**src/design/slir_pkg.sv**
```systemverilog
package slir_pkg;

   localparam int LIST_DEPTH = 16;
   localparam int VALUE_W    = 32;
   localparam int CNT_W      = $clog2(LIST_DEPTH + 1);
   localparam int ENTRY_W    = 5;
   localparam int STATUS_W   = 2;

   // operation codes
   localparam logic OP_INSERT = 1'b0;
   localparam logic OP_REMOVE = 1'b1;

   // status codes
   localparam logic [STATUS_W-1:0] ST_DONE    = 2'd0;
   localparam logic [STATUS_W-1:0] ST_FULL    = 2'd1;
   localparam logic [STATUS_W-1:0] ST_MISSING = 2'd2;

   typedef struct packed {
      logic                       operation;
      logic signed [VALUE_W-1:0]  value;
   } req_type;

   typedef struct packed {
      logic [STATUS_W-1:0]        status;
      logic [ENTRY_W-1:0]         entry_count;
      logic signed [VALUE_W-1:0]  smallest;
      logic signed [VALUE_W-1:0]  largest;
   } rsp_type;

   // what one cell hands its neighbors
   typedef struct packed {
      logic                       valid;
      logic signed [VALUE_W-1:0]  value;
   } cell_link_type;

   // broadcast to all cells
   typedef struct packed {
      logic                       compare;
      logic                       apply;
      logic                       operation;
      logic signed [VALUE_W-1:0]  value;
      logic                       found;
      logic                       full;
   } cell_cmd_type;

endpackage

```
**src/design/slir_cell.sv**
```systemverilog
module slir_cell (
   input  logic                    clock,
   input  logic                    reset,
   input  slir_pkg::cell_cmd_type  cmd,
   input  slir_pkg::cell_link_type left_link,
   input  logic                    left_take,
   input  slir_pkg::cell_link_type right_link,
   output slir_pkg::cell_link_type link,
   output logic                    take,
   output logic                    eq
);
   import slir_pkg::*;

   logic                      valid_ff, valid_in;
   logic signed [VALUE_W-1:0] value_ff, value_in;
   logic                      ge_ff, ge_in;
   logic                      eq_ff, eq_in;

   // compare phase: flag entries at or above the operand
   always_comb begin
      ge_in = ge_ff;
      eq_in = eq_ff;
      if (cmd.compare) begin
         ge_in = valid_ff && !($signed(value_ff) < $signed(cmd.value));
         eq_in = valid_ff && (value_ff == cmd.value);
      end
   end

   assign take = !valid_ff || ge_ff;

   // apply phase: shift right on insert, shift left on remove
   always_comb begin
      valid_in = valid_ff;
      value_in = value_ff;
      if (cmd.apply) begin
         if (cmd.operation == OP_INSERT) begin
            if (!cmd.full && take) begin
               value_in = left_take ? left_link.value : cmd.value;
               valid_in = valid_ff | left_link.valid;
            end
         end else begin
            if (cmd.found && ge_ff) begin
               value_in = right_link.value;
               valid_in = right_link.valid;
            end
         end
      end
   end

   always_ff @(posedge clock) begin
      if (reset) begin
         valid_ff <= 1'b0;
      end else begin
         valid_ff <= valid_in;
      end
      value_ff <= value_in;
      ge_ff    <= ge_in;
      eq_ff    <= eq_in;
   end

   assign link.valid = valid_ff;
   assign link.value = value_ff;
   assign eq         = eq_ff;

endmodule

```
**src/design/sorted_list_insert_remove_top.sv**
```systemverilog
// sorted list of signed 32-bit values held in a chain of LIST_DEPTH cells, ascending from
// cell 0. each req beat is an insert (placed in front of the first entry at or above it,
// rejected with a full status when the list is full) or a remove of one equal entry
// (not-found status when absent or when the list is empty). every beat gives one rsp beat
// with status, entry count and the first and last entries (zero when empty). an item goes
// through the accept, a compare phase where every cell flags itself against the
// operand, an apply phase where the cells shift one place toward or away from the
// insertion point, and a report phase that loads the rsp register. a new req beat is taken
// while a finished rsp beat still waits; the report phase holds only if the previous rsp
// beat has not been taken yet
module sorted_list_insert_remove_top (
   input  logic              clock,
   input  logic              reset,
   input  logic              req_valid,
   output logic              req_ready,
   input  slir_pkg::req_type req_data,
   output logic              rsp_valid,
   input  logic              rsp_ready,
   output slir_pkg::rsp_type rsp_data
);
   import slir_pkg::*;

   // sequencer phases
   localparam logic [1:0] PH_IDLE    = 2'd0;
   localparam logic [1:0] PH_COMPARE = 2'd1;
   localparam logic [1:0] PH_APPLY   = 2'd2;
   localparam logic [1:0] PH_REPORT  = 2'd3;

   logic [1:0]                phase_ff, phase_in;
   logic                      op_ff, op_in;
   logic signed [VALUE_W-1:0] operand_ff, operand_in;
   logic [CNT_W-1:0]          count_ff, count_in;
   logic [STATUS_W-1:0]       status_ff, status_in;
   logic                      rsp_valid_ff, rsp_valid_in;
   rsp_type                   rsp_ff, rsp_in;

   cell_cmd_type              cmd;
   cell_link_type             links [LIST_DEPTH];
   cell_link_type             lefts [LIST_DEPTH];
   cell_link_type             rights[LIST_DEPTH];
   logic [LIST_DEPTH-1:0]     takes;
   logic [LIST_DEPTH-1:0]     left_takes;
   logic [LIST_DEPTH-1:0]     eqs;
   logic [LIST_DEPTH-1:0]     valids;

   logic                      full;
   logic                      found;
   logic signed [VALUE_W-1:0] last_value;
   logic                      req_fire;
   logic                      rsp_free;

   assign req_ready = (phase_ff == PH_IDLE);
   assign req_fire  = req_valid && req_ready;
   assign rsp_free  = !rsp_valid_ff || rsp_ready;

   assign full  = (count_ff == CNT_W'(LIST_DEPTH));
   assign found = |eqs;

   assign cmd.compare   = (phase_ff == PH_COMPARE);
   assign cmd.apply     = (phase_ff == PH_APPLY);
   assign cmd.operation = op_ff;
   assign cmd.value     = operand_ff;
   assign cmd.found     = found;
   assign cmd.full      = full;

   // the chain: each cell sees its left and right neighbor
   for (genvar i = 0; i < LIST_DEPTH; i++) begin : g_cell
      if (i == 0) begin : g_head
         assign lefts[i]      = '{valid: 1'b1, value: '0};
         assign left_takes[i] = 1'b0;
      end else begin : g_body
         assign lefts[i]      = links[i-1];
         assign left_takes[i] = takes[i-1];
      end
      if (i == LIST_DEPTH - 1) begin : g_tail
         assign rights[i] = '{valid: 1'b0, value: '0};
      end else begin : g_inner
         assign rights[i] = links[i+1];
      end

      slir_cell u_cell (
         .clock      (clock),
         .reset      (reset),
         .cmd        (cmd),
         .left_link  (lefts[i]),
         .left_take  (left_takes[i]),
         .right_link (rights[i]),
         .link       (links[i]),
         .take       (takes[i]),
         .eq         (eqs[i])
      );

      assign valids[i] = links[i].valid;
   end

   // last occupied cell picked out by its empty right neighbor
   always_comb begin
      last_value = '0;
      for (int i = 0; i < LIST_DEPTH; i++) begin
         if (links[i].valid && !rights[i].valid) begin
            last_value = last_value | links[i].value;
         end
      end
   end

   always_comb begin
      phase_in     = phase_ff;
      op_in        = op_ff;
      operand_in   = operand_ff;
      count_in     = count_ff;
      status_in    = status_ff;
      rsp_valid_in = rsp_valid_ff;
      rsp_in       = rsp_ff;

      if (rsp_valid_ff && rsp_ready) begin
         rsp_valid_in = 1'b0;
      end

      unique case (phase_ff)
         PH_IDLE: begin
            if (req_fire) begin
               op_in      = req_data.operation;
               operand_in = req_data.value;
               phase_in   = PH_COMPARE;
            end
         end
         PH_COMPARE: begin
            phase_in = PH_APPLY;
         end
         PH_APPLY: begin
            if (op_ff == OP_INSERT) begin
               if (full) begin
                  status_in = ST_FULL;
               end else begin
                  status_in = ST_DONE;
                  count_in  = count_ff + CNT_W'(1);
               end
            end else begin
               if (found) begin
                  status_in = ST_DONE;
                  count_in  = count_ff - CNT_W'(1);
               end else begin
                  status_in = ST_MISSING;
               end
            end
            phase_in = PH_REPORT;
         end
         PH_REPORT: begin
            if (rsp_free) begin
               rsp_in.status      = status_ff;
               rsp_in.entry_count = ENTRY_W'(count_ff);
               rsp_in.smallest    = links[0].valid ? links[0].value : '0;
               rsp_in.largest     = last_value;
               rsp_valid_in       = 1'b1;
               phase_in           = PH_IDLE;
            end
         end
         default: begin
            phase_in = PH_IDLE;
         end
      endcase
   end

   always_ff @(posedge clock) begin
      if (reset) begin
         phase_ff     <= PH_IDLE;
         count_ff     <= '0;
         rsp_valid_ff <= 1'b0;
      end else begin
         phase_ff     <= phase_in;
         count_ff     <= count_in;
         rsp_valid_ff <= rsp_valid_in;
      end
      op_ff      <= op_in;
      operand_ff <= operand_in;
      status_ff  <= status_in;
      rsp_ff     <= rsp_in;
   end

   assign rsp_valid = rsp_valid_ff;
   assign rsp_data  = rsp_ff;

   // occupied cells form a prefix; this checks that their number always matches the count
   a_count_matches_cells: assert property (@(posedge clock) disable iff (reset)
      $countones(valids) == int'(count_ff))
      else $error("cell occupancy differs from entry count");

   a_count_bounded: assert property (@(posedge clock) disable iff (reset)
      count_ff <= CNT_W'(LIST_DEPTH))
      else $error("entry count above list depth");

   a_full_insert_holds: assert property (@(posedge clock) disable iff (reset)
      (phase_ff == PH_APPLY && op_ff == OP_INSERT && full) |=> $stable(count_ff))
      else $error("rejected insert changed the count");

   a_missing_status: assert property (@(posedge clock) disable iff (reset)
      (phase_ff == PH_APPLY && op_ff == OP_REMOVE && !found) |=> status_ff == ST_MISSING)
      else $error("remove of absent value not reported");

endmodule
```
**config.mk**
```make
export PLATFORM = sky130hd
export DESIGN_NAME = sorted_list_insert_remove_top
export DESIGN_NICKNAME = d
export VERILOG_FILES = /design/src/design/slir_pkg.sv /design/src/design/slir_cell.sv /design/src/design/sorted_list_insert_remove_top.sv
export SDC_FILE = /design/constraint.sdc
export NUM_CORES = 2
export LEC_CHECK = 0
export ABC_AREA = 1
export BUFFER_PORTS_ARGS = -buffer_cell sky130_fd_sc_hd__buf_2
export CELL_PAD_IN_SITES_DETAIL_PLACEMENT = 2
export CELL_PAD_IN_SITES_GLOBAL_PLACEMENT = 2
export CORE_ASPECT_RATIO = 0.75
export CORE_UTILIZATION = 30
export DETAILED_ROUTE_END_ITERATION = 16
export PLACE_DENSITY_LB_ADDON = 0.1
export SLEW_MARGIN = 20
export SYNTH_ARGS = -nofsm -noshare
export SYNTH_HDL_FRONTEND = slang
export SYNTH_SLANG_ARGS = --single-unit
```
**constraint.sdc**
```tcl
create_clock -name clock -period 4.1 [get_ports clock]
set_input_delay 0.41 -clock clock [delete_from_list [all_inputs] [get_ports clock]]
set_output_delay 0.41 -clock clock [all_outputs]
set_load 0.01 [all_outputs]
```
Word level (Yosys, flattened, before mapping) --
Index checks and enable logic that the tools add are counted.
Word-level totals: register bits 674, input bits 37, output and inout bits 73, word-level logic and storage cells 471
Cells by class: $add $sub $neg 2, $lt $le $gt $ge 16, equal/unequal tests 40, multiplexer cells 139, bitwise gates (word level) 30, reductions and logical operators 170
Operator list (count):
- 32-bit two-way mux | 79
- 32-bit == test | 16
- 32-bit < comparator | 16
- 32-bit bitwise OR | 15
- 1-bit logical AND | 81
- 1-bit two-way mux | 52
- 3-bit AND reduction | 17
- 2-bit by 1-bit inequality test with 1-bit output, second input constant | 18
- 1-bit logical NOT | 34
- 2-bit nonzero test | 16
- 1-bit logical OR | 17
- 16-bit OR reduction | 1
- 5-bit two-way mux | 3
- 1-bit bitwise OR | 15
- 2-bit two-way mux | 4
- 2-bit one-hot mux with 4 select lines | 1
- 2-bit AND reduction | 3
- 5-bit by 1-bit adder with 5-bit output, second input constant | 1
- 5-bit == test, second input constant | 1
- 5-bit by 1-bit subtractor with 5-bit output, second input constant | 1
- 2-bit == test, second input constant | 2
- 2-bit inequality test, second input constant | 2
- 2-bit by 1-bit == test with 1-bit output, second input constant | 1
- 2-bit logical NOT | 1

Depth between registers and ports, before layout --
word-level depth 33, mapped depth 15, mapped depth without buffers 15

By module --
A second synthesis with hierarchy kept.
Unflattened totals: cell total of the unflattened synthesis 5900, area, all modules 50273.2 um^2
Modules (own cells, without submodules):
- slir_cell | instances 16, cells an instance 305, area an instance 2666.3 um^2, sequential area each 1041.0 um^2
- sorted_list_insert_remove_top | instances 1, cells an instance 1020, area an instance 7612.3 um^2, sequential area each 3343.2 um^2

Least setup slack after synthesis --
No wires, ideal clock.
path type reg2reg, from reg phase_ff[0], to reg rsp_ff, in the netlist rsp_data[0], enable pin, library setup time 0.523 ns, arrival time 3.982 ns, data required time 3.577 ns, setup slack -0.405 ns, stages on the path, launching flop included 4, path buffers 0, period minus slack after synthesis 4.505 ns, path through dfxtp_1 > ha_1 > inv_1 > a21oi_1
On the way: longest elaborated chain between the ends 2
Ends and longest elaborated chain:
- from (decl) | RTL line sorted_list_insert_remove_top.sv:29 | logic [1:0] phase_ff, phase_in;
- from (signal assigned) | RTL line sorted_list_insert_remove_top.sv:170 | phase_ff <= phase_in;
- 2-bit == test | RTL line sorted_list_insert_remove_top.sv:119 | unique case (phase_ff)
- 2-bit AND reduction (no line)
- to (signal assigned) | RTL line sorted_list_insert_remove_top.sv:177 | rsp_ff <= rsp_in;
- to (decl) | RTL line sorted_list_insert_remove_top.sv:35 | rsp_type rsp_ff, rsp_in;
Every way passes these cells. A chain may end at the register's enable or synchronous reset.

Final worst setup path --
from reg operand_ff[14], to reg g_cell[9].u_cell.eq_ff, data pin
On the way: longest elaborated chain between the ends 2
Ends and longest elaborated chain:
- from (decl) | RTL line sorted_list_insert_remove_top.sv:31 | logic signed [VALUE_W-1:0] operand_ff, operand_in;
- from (signal assigned) | RTL line sorted_list_insert_remove_top.sv:175 | operand_ff <= operand_in;
- 32-bit == test | RTL line slir_cell.sv:25 | eq_in = valid_ff && (value_ff == cmd.value);
- 1-bit logical AND | RTL line slir_cell.sv:25
- to (signal assigned) | RTL line slir_cell.sv:58 | eq_ff <= eq_in;
- to (decl) | RTL line slir_cell.sv:17 | logic eq_ff, eq_in;
Every way passes these cells.

==> flow_summary.yaml <==
critical_path:
  reg2reg_to: "g_cell[9].u_cell.eq"
  r2r-start: "operand_ff[14]"
  worstPathArrival_ns: 3.89
  end_kind: "flop"
  cp-endpoint: "g_cell[9].u_cell.eq"
  rrSetupSlack_ns: 0.67
  crit_fanout: 13
  crit_path_start_kind: "flop"
  reg2regPathDepth: 6
  crit_start: "operand_ff[14]"
  worstSetupPathType: "reg2reg"
  worst-endpoint-required_ns: 4.55
clock_network:
  worstSkewPairLatency_ns: 0.73
  cts_htree_levels: 3
  clockRootBuffer: "clkbuf_16"
  ctsResizeCount: 0
  path_clk_slew_ns: 0.06
  cts_hold_buffers: 33
  numCtsBuffers: 86
  cts_tree: "built"
  cts_sinks: 674
  cts.path.max_buffers: 3
  post_cts_buffers: 0
timing:
  relSlewSlack_pct: 19.9
  worst_pin_slew_ns: 1.19
  fin_crit_sh_pct: 83.7
  fmax_mhz: 291
  period_minus_slack_ns: 3.43
  setup_viol: 0
  slew_violations: 0
  worst_slack_ns: 0.667
  setup_tns_ns: 0
  rsz0062_at_grt: "false"
  hold_viol: 0
  skew_ns: 0.0293
yosys:
  ys_ff_latch: 674
  synth_edf_count: 650
  avgSynthCellArea_sq_um: 8.39
  synth.distinct_cells: 45
  synth.net_count: 6064
  yosysSeqAreaShare_pct: 43.3
  synth_cells: 5507
  synth_top_area_share_pct: 42.3
  synth_area_leaders: "edfxtp_1 42%, ha_1 14%, a21oi_1 10%, nand2_1 8.1%, o21ai_0 6.1%"
  synth_top_area_cell: "edfxtp_1"
  synthTopCellsByCount: "1002 x nand2_1, 960 x a21oi_1, 650 x edfxtp_1"
  yosysMostFrequentCell: "nand2_1"
  ys.flop_type: "edfxtp_1"
  synth_area_sq_um: 46200
  synth_warnings: 0
  async_reset_ff_share_pct: 0
place:
  place_congestion: 0.886
  port_buffers: 109
  place_hpwl_microns: 171000
  pre_cts_slack_ns: 0.747
  dp.cells: 7479
global_route:
  antenna_found_initial: 14
  grt_max_degree: 147
  grt_use_total_pct: 28.5
  grt_pass1_wl_microns: 322000
  grt_pass1_vias: 44700
  grt_overflow_total: 0
floorplanning:
  rows: 124
  dieArea_sq_um: 156000
  core_sq_um: 153000
  start_util_pct: 30.3
  die_h_microns: 342
  ioPinCount: 110
  die_x_microns: 455
final_layout:
  syn_to_final_growth_pct: 13.3
  finish.utilization_pct: 34.3
  drive_above_1_share_pct: 7.41
  stdcell_count: 7670
  fillers: 17200
  seq_area_sq_um: 20000
  multi_input_area_sq_um: 22700
  nNetsFinal: 6142
power:
  power_leakage_nw: 22.0
  power.density_nw_per_um2: 606
  finalPower_w: 0.0317
  peakVddDrop_mv: 0.409
route:
  routed_wl_microns: 225000
  ant_nets: 0
  post_drt_wl_per_cell_microns: 29.4
  post-route-drc-count: 0
  first_pass_iters: 6
  drtIter0Drc: 3018
  vias: 42900
  vias_per_cell: 5.59
min_path:
  hold_class: "in2reg"
run:
  maxCapViolCount: 0
status:
  outcome: "finished, final reports clean"
metrics by stage:
stage / area (sq um) / hold WS, ns
2_1_floorplan: 46200 / 0.400
3_3_place_gp: 49400 / 0.423
3_5_place_dp: 49400 / 0.417
4_1_cts: 52300 / 0.00987
5_1_grt: 52300 / 0.130
6_report: 52300 / 0.111
area by class of cell:
| type | count | share of cell area, % |
|---|---|---|
| multi-input cells | 3900 | 43.3 |
| flip-flops and latches | 674 | 38.2 |
| well taps | 2016 | 4.82 |
| inverters | 641 | 4.63 |
| clock buffers | 114 | 4.57 |
| repair buffers | 282 | 3.97 |
| clock inverters | 40 | 0.402 |
| diodes | 3 | 0.0143 |
power breakdown:
group	total (W)	switching, W	internal, W	leakage [nW]
clock network	0.00759	0.00346	0.00413	1.28
logic	0.0124	0.00876	0.00365	14.5
registers	0.0117	0.00166	0.0100	6.17
total	0.0317	0.0139	0.0178	22.0
sequential cells by signal (all words and copies together) (netlist names):
signal and flops:
rsp_data 71, count_ff 5, operand_ff 32, rsp_valid 1
status_ff 2, g_cell.u_cell.valid_ff 16, g_cell.u_cell.ge_ff 16, op_ff 1
g_cell.u_cell.eq 16, g_cell.u_cell.value_ff 512, phase_ff 2
logic make-up after synthesis:
logic type / count (synthesis) / synth area share (%)
compound gates: 1850 / 21.3
xor+xnor: 3 / 0.0569
fa+ha+maj: 520 / 14.1
buf+inv: 933 / 7.74
flops: 674 / 43.3
simple gates: 1527 / 13.5
how the worst min path moves through the flow:
stage          depth (start not counted)  slack (ns)        endpoint    startpoint
2_1_floorplan                          0        0.40    rsp_data[69]  status_ff[0]
3_3_place_gp                           0        0.42    rsp_data[70]  status_ff[1]
3_5_place_dp                           0        0.42    rsp_data[70]  status_ff[1]
4_1_cts                                1        0.01  operand_ff[10]  req_data[10]
5_1_grt                                2        0.13       rsp_valid         reset
6_report                               3        0.11     phase_ff[1]     req_valid
worst max-delay path, cell delays in order, from the launching register on:
cell and delay [ns]:
edfxtp_1 0.69, inv_1 0.42, ha_1 0.41, nand2_1 0.11
nor3_1 0.44, nand3_1 0.48, nor3_1 0.59
layout by cell type, fill, tap and decap left out, types with 48 or more instances in the layout:
| master | count |
|---|---|
| nor2_1 | 277 |
| nand2_1 | 999 |
| ha_1 | 518 |
| a21oi_1 | 959 |
| nor3_1 | 48 |
| inv_1 | 603 |
| a31oi_1 | 77 |
| edfxtp_1 | 650 |
| buf_4 | 127 |
| o21ai_0 | 565 |
| buf_2 | 109 |
| clkbuf_16 | 89 |
| nand3_1 | 69 |
| nand4_1 | 70 |
| o22ai_1 | 144 |
per-layer routing:
metal / GRT usage (%) / up-vias / share of wire, %
met2: 45.3 / 887 / 45
li1: - / 19600 / -
met5: 0 / - / 0
met1: 40.1 / 22200 / 47
met3: 2.88 / 262 / 3.8
met4: 10.2 / 0 / 3.9
No activity file was read; power rests on OpenSTA's default activity.
